File: config.mk
export PLATFORM = sky130hd
export DESIGN_NAME = layer_pixel_blend_core
export DESIGN_NICKNAME = d
export VERILOG_FILES = /design/src/sv/lpb_pkg.sv /design/src/sv/layer_pixel_blend_core.sv
export VERILOG_INCLUDE_DIRS = /design/src /design/src/sv
export SDC_FILE = /design/constraint.sdc
export NUM_CORES = 2
export LEC_CHECK = 0
export BUFFER_PORTS_ARGS = -buffer_cell sky130_fd_sc_hd__buf_2
export CORE_MARGIN = 2
export CORE_UTILIZATION = 48
export CTS_BUF_LIST = sky130_fd_sc_hd__clkbuf_4 sky130_fd_sc_hd__clkbuf_8
export DETAILED_ROUTE_END_ITERATION = 7
export MAX_ROUTING_LAYER = met4
export PLACE_DENSITY = 0.76
export SYNTH_ARGS = -nofsm -noshare
export SYNTH_HDL_FRONTEND = slang
export SYNTH_SLANG_ARGS = --single-unit
File: constraint.sdc
create_clock -name clk -period 10.9 [get_ports clk]
set_clock_uncertainty 0.15 [all_clocks]
set_input_delay 0.545 -clock clk [delete_from_list [all_inputs] [get_ports clk]]
set_output_delay 0.545 -clock clk [all_outputs]
set_load 0.03 [all_outputs]
File: src/sv/layer_pixel_blend_core_macros.svh
// ----------------------------------------------------------------------------
// layer_pixel_blend_core_macros
// Assertion macros shared by the layer pixel blend RTL.
// ----------------------------------------------------------------------------
`ifndef LAYER_PIXEL_BLEND_CORE_MACROS_SVH
`define LAYER_PIXEL_BLEND_CORE_MACROS_SVH

`ifndef SYNTHESIS

// antecedent implies consequent in the same cycle
`define LPB_ASSERT_SAME(label, ante, cons) \
  label: assert property (@(posedge clk) disable iff (rst) (ante) |-> (cons)) \
    else $error("layer_pixel_blend_core: same-cycle check failed");

// antecedent implies consequent in the next cycle
`define LPB_ASSERT_NEXT(label, ante, cons) \
  label: assert property (@(posedge clk) disable iff (rst) (ante) |=> (cons)) \
    else $error("layer_pixel_blend_core: next-cycle check failed");

`else

`define LPB_ASSERT_SAME(label, ante, cons)
`define LPB_ASSERT_NEXT(label, ante, cons)

`endif

`endif

File: src/sv/lpb_pkg.sv
// ----------------------------------------------------------------------------
// lpb_pkg
// Types, codes and divide-by-255 helpers for the layer pixel blend core.
// ----------------------------------------------------------------------------
package lpb_pkg;

  // blend mode register codes
  typedef enum logic [2:0] {
    MODE_REPLACE       = 3'd0,
    MODE_REPLACE_ALPHA = 3'd1,
    MODE_AVERAGE       = 3'd2,
    MODE_MIN           = 3'd3,
    MODE_MAX           = 3'd4,
    MODE_ADD           = 3'd5,
    MODE_SUBTRACT      = 3'd6,
    MODE_CENTER        = 3'd7
  } blend_mode_t;

  // destination factor codes
  localparam logic [1:0] FACTOR_UNITY      = 2'd0;
  localparam logic [1:0] FACTOR_MASK       = 2'd1;
  localparam logic [1:0] FACTOR_DEST_ALPHA = 2'd2;

  // register indexes
  localparam logic CFG_BLEND_MODE    = 1'b0;
  localparam logic CFG_FACTOR_SOURCE = 1'b1;

  // center mode pivot
  localparam logic [9:0] CENTER_PIVOT = 10'd128;

  // ceil(2^23 / 255): estimate is exact or one too large for 24-bit inputs
  localparam logic [39:0] RECIP_255 = 40'd32897;

  // first guess of n / 255
  function automatic logic [16:0] div255_est(input logic [23:0] n);
    logic [39:0] prod;
    prod = {16'd0, n} * RECIP_255;
    return prod[39:23];
  endfunction

  // drop the guess by one when it overshoots
  function automatic logic [16:0] div255_fix(input logic [16:0] q0, input logic [23:0] n);
    logic [24:0] back;
    back = {q0, 8'd0} - {8'd0, q0};
    if (back > {1'b0, n}) begin
      return q0 - 17'd1;
    end
    return q0;
  endfunction

endpackage

File: src/sv/layer_pixel_blend_core.sv
// Output: result_value is driven from a register.
// Throughput: one sample per cycle; the seven-stage pipeline advances as one unit
// and halts only while a finished result waits on out_ready.
// Reset: rst (synchronous, active high) empties the pipeline and clears both
// configuration registers to replace mode with unity factor.
// ----------------------------------------------------------------------------
// layer_pixel_blend_core
// Per-sample layer compositor: blends a source plane sample onto a destination
// sample under the selected mode and factor, clipped to 0..255.
// ----------------------------------------------------------------------------
`include "layer_pixel_blend_core_macros.svh"

module layer_pixel_blend_core (
  input  logic       clk,
  input  logic       rst,
  // configuration write port
  input  logic       cfg_we,
  input  logic       cfg_index,
  input  logic [2:0] cfg_data,
  // input channel
  input  logic       in_valid,
  output logic       in_ready,
  input  logic [7:0] dest_value,
  input  logic [7:0] src_value,
  input  logic [7:0] src_alpha,
  input  logic [7:0] mask_value,
  input  logic [7:0] dest_alpha_value,
  input  logic       alpha_plane,
  input  logic       src_inside,
  // output channel
  output logic       out_valid,
  input  logic       out_ready,
  output logic [7:0] result_value
);

  // configuration registers
  lpb_pkg::blend_mode_t blend_mode;
  logic [1:0]           factor_source;

  always_ff @(posedge clk) begin
    if (rst) begin
      blend_mode    <= lpb_pkg::MODE_REPLACE;
      factor_source <= lpb_pkg::FACTOR_UNITY;
    end else if (cfg_we) begin
      unique case (cfg_index)
        lpb_pkg::CFG_BLEND_MODE:    blend_mode    <= lpb_pkg::blend_mode_t'(cfg_data);
        lpb_pkg::CFG_FACTOR_SOURCE: factor_source <= cfg_data[1:0];
        default: ;
      endcase
    end
  end

  // whole pipeline advances when the output register is free
  logic en;
  assign en       = !out_valid || out_ready;
  assign in_ready = en;

  // stage valid bits
  logic v1, v2, v3, v4, v5, v6;

  // stage 1: captured sample and selected factor
  logic [7:0]           d1, s1, a1, m1;
  lpb_pkg::blend_mode_t mode1;
  logic                 ap1, in1;
  logic [7:0]           m_sel;

  // destination factor select
  always_comb begin
    m_sel = 8'd255;
    if (factor_source == lpb_pkg::FACTOR_MASK) begin
      m_sel = mask_value;
    end else if (factor_source == lpb_pkg::FACTOR_DEST_ALPHA &&
                 blend_mode == lpb_pkg::MODE_REPLACE_ALPHA) begin
      m_sel = dest_alpha_value;
    end
  end

  // stage 2: single-factor numerator, alpha times factor, direct results
  logic [7:0]         d2, s2;
  logic [15:0]        am2;
  logic signed [18:0] lin2;
  logic               wide2, avg2, byp2;
  logic [7:0]         bval2;

  logic signed [18:0] x_ext, m_ext, xm;
  logic [15:0]        d255;
  logic signed [9:0]  ctr;
  logic [7:0]         ctr_clip;
  logic               wide_c, avg_c, byp_c;
  logic [7:0]         bval_c;

  // center mode offset, clipped
  always_comb begin
    if (s1[7]) begin
      ctr = signed'({2'b00, d1}) + signed'({2'b00, s1}) - signed'(lpb_pkg::CENTER_PIVOT);
    end else begin
      ctr = signed'({2'b00, d1}) - signed'({2'b00, s1});
    end
    if (ctr < 0) begin
      ctr_clip = 8'd0;
    end else if (ctr > 10'sd255) begin
      ctr_clip = 8'd255;
    end else begin
      ctr_clip = ctr[7:0];
    end
  end

  // mode decode: source term sign and which results skip the divider
  always_comb begin
    x_ext  = signed'({11'd0, s1}) - signed'({11'd0, d1});
    wide_c = 1'b0;
    avg_c  = 1'b0;
    byp_c  = 1'b0;
    bval_c = d1;
    unique case (mode1)
      lpb_pkg::MODE_REPLACE: begin
        wide_c = 1'b1;
      end
      lpb_pkg::MODE_AVERAGE: begin
        wide_c = 1'b1;
        avg_c  = 1'b1;
      end
      lpb_pkg::MODE_REPLACE_ALPHA: begin
        if (ap1) begin
          byp_c  = 1'b1;
          bval_c = (s1 > d1) ? s1 : d1;
        end else if (m1 == 8'd0) begin
          byp_c  = 1'b1;
          bval_c = s1;
        end
      end
      lpb_pkg::MODE_MIN: begin
        byp_c = (d1 < s1);
      end
      lpb_pkg::MODE_MAX: begin
        byp_c = (d1 > s1);
      end
      lpb_pkg::MODE_ADD: begin
        x_ext = signed'({11'd0, s1});
      end
      lpb_pkg::MODE_SUBTRACT: begin
        x_ext = -signed'({11'd0, s1});
      end
      lpb_pkg::MODE_CENTER: begin
        byp_c  = 1'b1;
        bval_c = ctr_clip;
      end
      default: ;
    endcase
    if (!in1) begin
      byp_c  = 1'b1;
      bval_c = d1;
    end
  end

  // d*255 + x*m for the single-factor modes
  always_comb begin
    m_ext = signed'({11'd0, m1});
    xm    = x_ext * m_ext;
    d255  = {8'd0, d1} * 16'd255;
  end

  // stage 3: full numerator, clamped at zero
  logic [23:0]        n3;
  logic               wide3, byp3;
  logic [7:0]         bval3;

  logic signed [26:0] op_ext, am_ext, prod3, base3, num3;

  always_comb begin
    if (avg2) begin
      op_ext = signed'({19'd0, s2}) - signed'({19'd0, d2});
      base3  = signed'({19'd0, d2} * 27'd65025);
    end else begin
      op_ext = signed'({19'd0, s2});
      base3  = '0;
    end
    am_ext = signed'({11'd0, am2});
    prod3  = op_ext * am_ext;
    num3   = wide2 ? (base3 + prod3) : 27'(lin2);
  end

  // stage 4: quotient guess
  logic [23:0] n4;
  logic [16:0] q04;
  logic        wide4, byp4;
  logic [7:0]  bval4;

  // stage 5: exact n / 255
  logic [23:0] n5;
  logic [16:0] q15;
  logic        wide5, byp5;
  logic [7:0]  bval5;

  // stage 6: guess of second division for the two-factor modes
  logic [16:0] q16, e6;
  logic        wide6, byp6;
  logic [7:0]  bval6;

  // output select and clip
  logic [16:0] q_fin;
  logic [7:0]  res_next;

  always_comb begin
    q_fin = wide6 ? lpb_pkg::div255_fix(e6, {7'd0, q16}) : q16;
    if (byp6) begin
      res_next = bval6;
    end else if (q_fin > 17'd255) begin
      res_next = 8'd255;
    end else begin
      res_next = q_fin[7:0];
    end
  end

  // valid bits
  always_ff @(posedge clk) begin
    if (rst) begin
      v1        <= 1'b0;
      v2        <= 1'b0;
      v3        <= 1'b0;
      v4        <= 1'b0;
      v5        <= 1'b0;
      v6        <= 1'b0;
      out_valid <= 1'b0;
    end else if (en) begin
      v1        <= in_valid;
      v2        <= v1;
      v3        <= v2;
      v4        <= v3;
      v5        <= v4;
      v6        <= v5;
      out_valid <= v6;
    end
  end

  // payload registers
  always_ff @(posedge clk) begin
    if (en) begin
      // stage 1
      d1    <= dest_value;
      s1    <= src_value;
      a1    <= src_alpha;
      m1    <= m_sel;
      mode1 <= blend_mode;
      ap1   <= alpha_plane;
      in1   <= src_inside;
      // stage 2
      d2    <= d1;
      s2    <= s1;
      am2   <= {8'd0, a1} * {8'd0, m1};
      lin2  <= xm + signed'({3'd0, d255});
      wide2 <= wide_c;
      avg2  <= avg_c;
      byp2  <= byp_c;
      bval2 <= bval_c;
      // stage 3
      n3    <= num3[26] ? 24'd0 : num3[23:0];
      wide3 <= wide2;
      byp3  <= byp2;
      bval3 <= bval2;
      // stage 4
      n4    <= n3;
      q04   <= lpb_pkg::div255_est(n3);
      wide4 <= wide3;
      byp4  <= byp3;
      bval4 <= bval3;
      // stage 5
      n5    <= n4;
      q15   <= lpb_pkg::div255_fix(q04, n4);
      wide5 <= wide4;
      byp5  <= byp4;
      bval5 <= bval4;
      // stage 6
      q16   <= q15;
      e6    <= lpb_pkg::div255_est({7'd0, q15});
      wide6 <= wide5;
      byp6  <= byp5;
      bval6 <= bval5;
      // output register
      result_value <= res_next;
    end
  end

  // an input transfer always lands in stage 1
  `LPB_ASSERT_NEXT(a_accept_fills_s1, in_valid && in_ready, v1)
  // the first divider gives the exact quotient
  `LPB_ASSERT_SAME(a_div_exact, v5, (25'(q15) * 25'd255 <= {1'b0, n5}) && ({1'b0, n5} < 25'(q15) * 25'd255 + 25'd255))
  // a stall freezes the mid pipeline
  `LPB_ASSERT_NEXT(a_stall_holds, !en && v3, v3 && $stable(n3))
  // the last stage always reaches the output register when it moves
  `LPB_ASSERT_NEXT(a_last_to_out, en && v6, out_valid)

endmodule

After elaboration in Yosys (flattened, before gate mapping)
Index checks and enable logic that the tools add are counted.

cells by class
  reduce and logical (&&, ||, !) cells = 8
  muxes and demuxes = 29
  equal/unequal tests = 10
  order comparisons = 8
  add/subtract/negate cells = 12
  multipliers = 7
  bitwise logic cells = 1

operator list
  operator                                              number
  two-way mux 17 bit                                    5
  two-way mux 8 bit                                     10
  two-way mux 27 bit                                    2
  multiplier 24 x 16 -> 40 bit (second input constant)  1
  one-hot mux 19 bit (2 select lines)                   1
  multiplier 17 x 16 -> 33 bit (second input constant)  1
  adder 27 bit                                          1
  multiplier 27 x 17 -> 27 bit                          1
  subtractor 8 x 8 -> 9 bit                             3
  > comparator 25 x 17 -> 1 bit                         1
  > comparator 25 x 24 -> 1 bit                         1
  subtractor 25 x 17 -> 25 bit                          1
  multiplier 8 x 16 -> 24 bit (second input constant)   1
  two-way mux 24 bit                                    1
  adder 19 x 17 -> 19 bit                               1
  multiplier 19 x 9 -> 19 bit                           1
  negation 8 -> 19 bit                                  1
  subtractor 18 x 10 -> 19 bit                          1
  > comparator 17 x 8 -> 1 bit (second input constant)  1
  subtractor 17 x 1 -> 17 bit (second input constant)   1
  > comparator 8 bit                                    2
  multiplier 8 x 8 -> 16 bit                            1
  multiplier 8 x 8 -> 16 bit (second input constant)    1
  one-hot mux 8 bit (2 select lines)                    1
  other kinds (22)                                      34

word-level totals
  bits in registers = 268

Longest topological paths before layout
  depth in word-level cells = 8
  mapped depth = 35

Least setup slack after synthesis
Ideal clock, no wire load.

  path kind = register to register
  start point = register d2[6]
  end point = register n3[10] (data pin)
  data required time = 10.484 ns
  cell stages (with the launch flop) = 33
  data arrival time = 8.814 ns
  library setup time = 0.266 ns
  setup slack = 1.670 ns
  period minus slack after synthesis = 9.230 ns
  path through = edfxtp_1 > fa_1 > inv_1 > fa_1 > inv_1 > fa_1 > inv_1 > fa_1 > inv_1 > ha_1 > o21a_1 > o41ai_1 > o21ai_0 > a31oi_1 > mux2i_1 > fa_1 > inv_1 > fa_1 > inv_1 > fa_1 > inv_1 > fa_1 > fa_1 > inv_1 > ha_1 > a21o_1 > a21o_1 > a211oi_1 > inv_1 > o21a_1 > o31ai_2 > clkbuf_1 > nor2_1

between the ends
  cells in the longest elaborated chain, start to end = 5

ends and longest elaborated chain
  what                          line                           text
  start: declaration            layer_pixel_blend_core.sv:79   logic [7:0] d2, s2;
  start signal: assignment      layer_pixel_blend_core.sv:248  d2 <= d1;
  subtractor 8 x 8 -> 9 bit     layer_pixel_blend_core.sv:172  op_ext = signed'({19'd0, s2}) - signed'({19'd0, d2});
  two-way mux 27 bit            layer_pixel_blend_core.sv:171  if (avg2) begin
  multiplier 27 x 17 -> 27 bit  layer_pixel_blend_core.sv:179  prod3 = op_ext * am_ext;
  adder 27 bit (*)              layer_pixel_blend_core.sv:180  num3 = wide2 ? (base3 + prod3) : 27'(lin2);
  two-way mux 27 bit (*)        layer_pixel_blend_core.sv:180
  end signal: assignment        layer_pixel_blend_core.sv:257  n3 <= num3[26] ? 24'd0 : num3[23:0];
  end: declaration              layer_pixel_blend_core.sv:164  logic [23:0] n3;

Mark *: on every way between the ends. The rest lies on a longest branch, timed or not.
A chain may end at the register's enable or synchronous reset.

Final worst setup path
  start point = register d2[5]
  end point = register n3[17] (data pin)

The elaborated chain is that of the path after synthesis.

==> summary.md <==
| Metric | Value |
|---|---|
| Highest metal used | `met4` |
| Post-CTS Resized | `0` |
| Ports | `61` |
| Clk buf depth | `3` |
| Crit-path max FO | `7` |
| Minimum clock period | `9.48 ns` |
| Final wirelength | `71.7 mm` |
| Startpoint type of the worst setup path | `flop` |
| Post-Syn Nets | `4,222` |
| Clk_lat worst skew | `0.62 ns` |
| Status | `finished, violations left` |
| CTS H-tree lvls | `2` |
| DRC viols | `0` |
| Initial antenna violation count | `0` |
| Tightest Pin Transition | `1.50 ns` |
| Synth Flop Type | `edfxtp_1` |
| Root buffer cell | `clkbuf_8` |
| Die Ht | `268 um` |
| Rows | `96` |
| Post-Place Cell Area | `34,700 um^2` |
| Post-route cell area | `35,800 um^2` |
| DRT Pass-1 Iters | `5` |
| Cts bufs inserted | `42` |
| M1 wire length | `31.6 mm` |
| Layout area overhead | `7.32%` |
| Vias in the first global route | `23,500` |
| Total of max-cap violations | `0` |
| Setup TNS | `0 ns` |
| Synth top area share | `23.7%` |
| Netlist Area Pre-Place | `33,300 um^2` |
| Share of layout cells above drive strength 1 | `5.40%` |
| Syn_area_per_cell | `10.2 um^2` |
| Final-report hold violation count | `0` |
| RSZ-0062 raised after global routing | `no` |
| Worst Hold Margin | `0.0647 ns` |
| Number of synthesized flops with an enable pin | `256` |
| Max Freq | `105 MHz` |
| Largest net degree at the start of global routing | `87` |
| Syn Inst Count | `3,282` |
| Req. time, crit path | `11.12 ns` |
| Sequential share of the synthesized area | `23.8%` |
| Vias | `23,000` |
| Initial Util | `48.5%` |
| Seq cells post-synth | `268` |
| Worst endpoint data arrival time | `9.70 ns` |
| Max_slew headroom | `-0.162%` |
| Unique masters post-synth | `88` |
| DRT iter0 DRCs | `1,478` |
| First-pass GRT wire length | `118 mm` |
| Core ar. | `68,700 um^2` |
| Vias per cell | `5.32` |
| HP Class | `input pin to flop` |
| FILL cells | `6,117` |
| Total track usage | `21.2%` |
| Worst Setup Path Type | `flop to flop` |
| Die ar. | `71,600 um^2` |
| IO Port Bufs | `60` |
| Die X-Extent | `268 um` |
| CP max stage cell | `fa_1` |
| Nets | `4,304` |
| DP Wirelength | `58.5 mm` |
| Clock slew at the register clock pins of the worst setup and hold paths | `0.07 ns` |
| CP max stage delay | `0.73 ns` |
| Met3 WL | `4.22 mm` |
| DRT antenna net count | `0` |
| GRT overflow | `0` |
| CTS tree | `done` |
| Final number of max-transition violations | `8` |
| Final worst path period share | `87.0%` |
| Leading post-synthesis cells by cell area | `fa_1 24%, edfxtp_1 23%, ha_1 19%` |
| ANT cells | `0` |
| Met2 wire length | `34.1 mm` |
| Biggest area consumer among synthesized cells | `fa_1` |
| Setup Viol. Count Final | `0` |
| Wire length per cell | `16.6 um` |
| RePlAce Congestion | `0.924` |
| Ys async rst share | `0%` |
| Crit path capture type | `flop` |
| Synth warn | `0` |
| Failing checks | `max-slew violations` |
| TritonCTS Sinks | `268` |
[cell type report]
cell class	instances	area (um^2)	share of cell area (%)
repair buffers	109	736	2.06
multi-input cells	2277	22700	63.3
flip-flops and latches	268	7930	22.1
well taps	931	1160	3.25
clock buffers	55	676	1.89
inverters	666	2500	6.98
clock inverters	17	131	0.367
[stage by stage]
step | util, % | worst slack (ns) | instances
3_3_place_gp | 50.5 | 1.44 | 4224
5_1_grt | 52.1 | 0.756 | 4323
2_1_floorplan | - | 1.67 | 3282
4_1_cts | 52.1 | 1.43 | 4323
3_5_place_dp | 50.5 | 1.41 | 4224
6_report | 52.1 | 1.42 | 4323
[placed cells by master (no fill, tap or decap), types with 27 or more instances in the layout]
master         count
a21o_1            43
edfxtp_1         256
dlygate4sd3_1     27
nand2b_1          34
xor2_1            44
and2_1           135
nor2b_1           46
o21ai_0           70
nand2_1          222
nor2_1           147
ha_1             494
nor3_1            42
inv_1            663
a21oi_1          112
fa_1             395
xnor2_1          124
o21a_1            29
buf_2             60
clkbuf_8          42
[path summary, 6_finish.rpt]
path              cells past startpoint            start  slack (ns)                          to
hold reg to reg                       0  wide5$_DFFE_PP_        0.27             wide6$_DFFE_PP_
setup / recovery                     31  d2[5]$_DFFE_PP_        1.42        n3[17]$_SDFFCE_PP0P_
setup reg to reg                     31  d2[5]$_DFFE_PP_        1.42        n3[17]$_SDFFCE_PP0P_
hold / removal                        3      cfg_data[1]        0.06  blend_mode[1]$_SDFFE_PP0P_
[timing repair]
item	4_1_cts	5_1_grt
setup buffers	0	0
endpoints found under the hold margin	27	0
hold buffers	27	0
[worst max-delay path, delay by kind of cell, from the launching register on]
family	cells	cell delay, ns
multiplexers	1	0.13
adder cells (fa/ha/maj)	11	5.48
AND/OR/NAND/NOR	1	0.32
buffers and inverters	9	0.56
flip-flops	1	0.48
AO/OA/AOI/OAI	9	2.12
[kinds of logic after synthesis]
group | share of synthesized area, %
AO/OA/AOI/OAI | 8.84
adder cells (fa/ha/maj) | 42.2
buffers and inverters | 8.35
multiplexers | 0.915
XOR/XNOR | 4.53
flip-flops | 23.8
AND/OR/NAND/NOR | 11.3
[synth_stat cells, drive strengths merged (46+ instances only)]
| cell type | instances |
|---|---|
| a21oi | 112 |
| xnor2 | 125 |
| edfxtp | 256 |
| fa | 395 |
| o21ai | 73 |
| inv | 663 |
| nand2 | 222 |
| ha | 494 |
| nor2 | 147 |
| clkbuf | 53 |
| nor2b | 46 |
| and2 | 135 |
[sequential cells by signal, indices dropped and copies added, names as in the netlist, 10 cells and up]
| signal | flops |
|---|---|
| q16 | 17 |
| n3 | 24 |
| am2 | 16 |
| q15 | 17 |
| n4 | 24 |
| e6 | 10 |
| lin2 | 19 |
| q04 | 17 |
[layer usage]
metal | up-vias | global-route usage, %
met4 | 0 | 5.50
met5 | - | -
met3 | 127 | 2.96
met1 | 11300 | 28.3
li1 | 11000 | -
met2 | 621 | 34.1
Power is not shown: default switching activity piles up to over one toggle a cycle in this logic, so the estimate is an artifact.
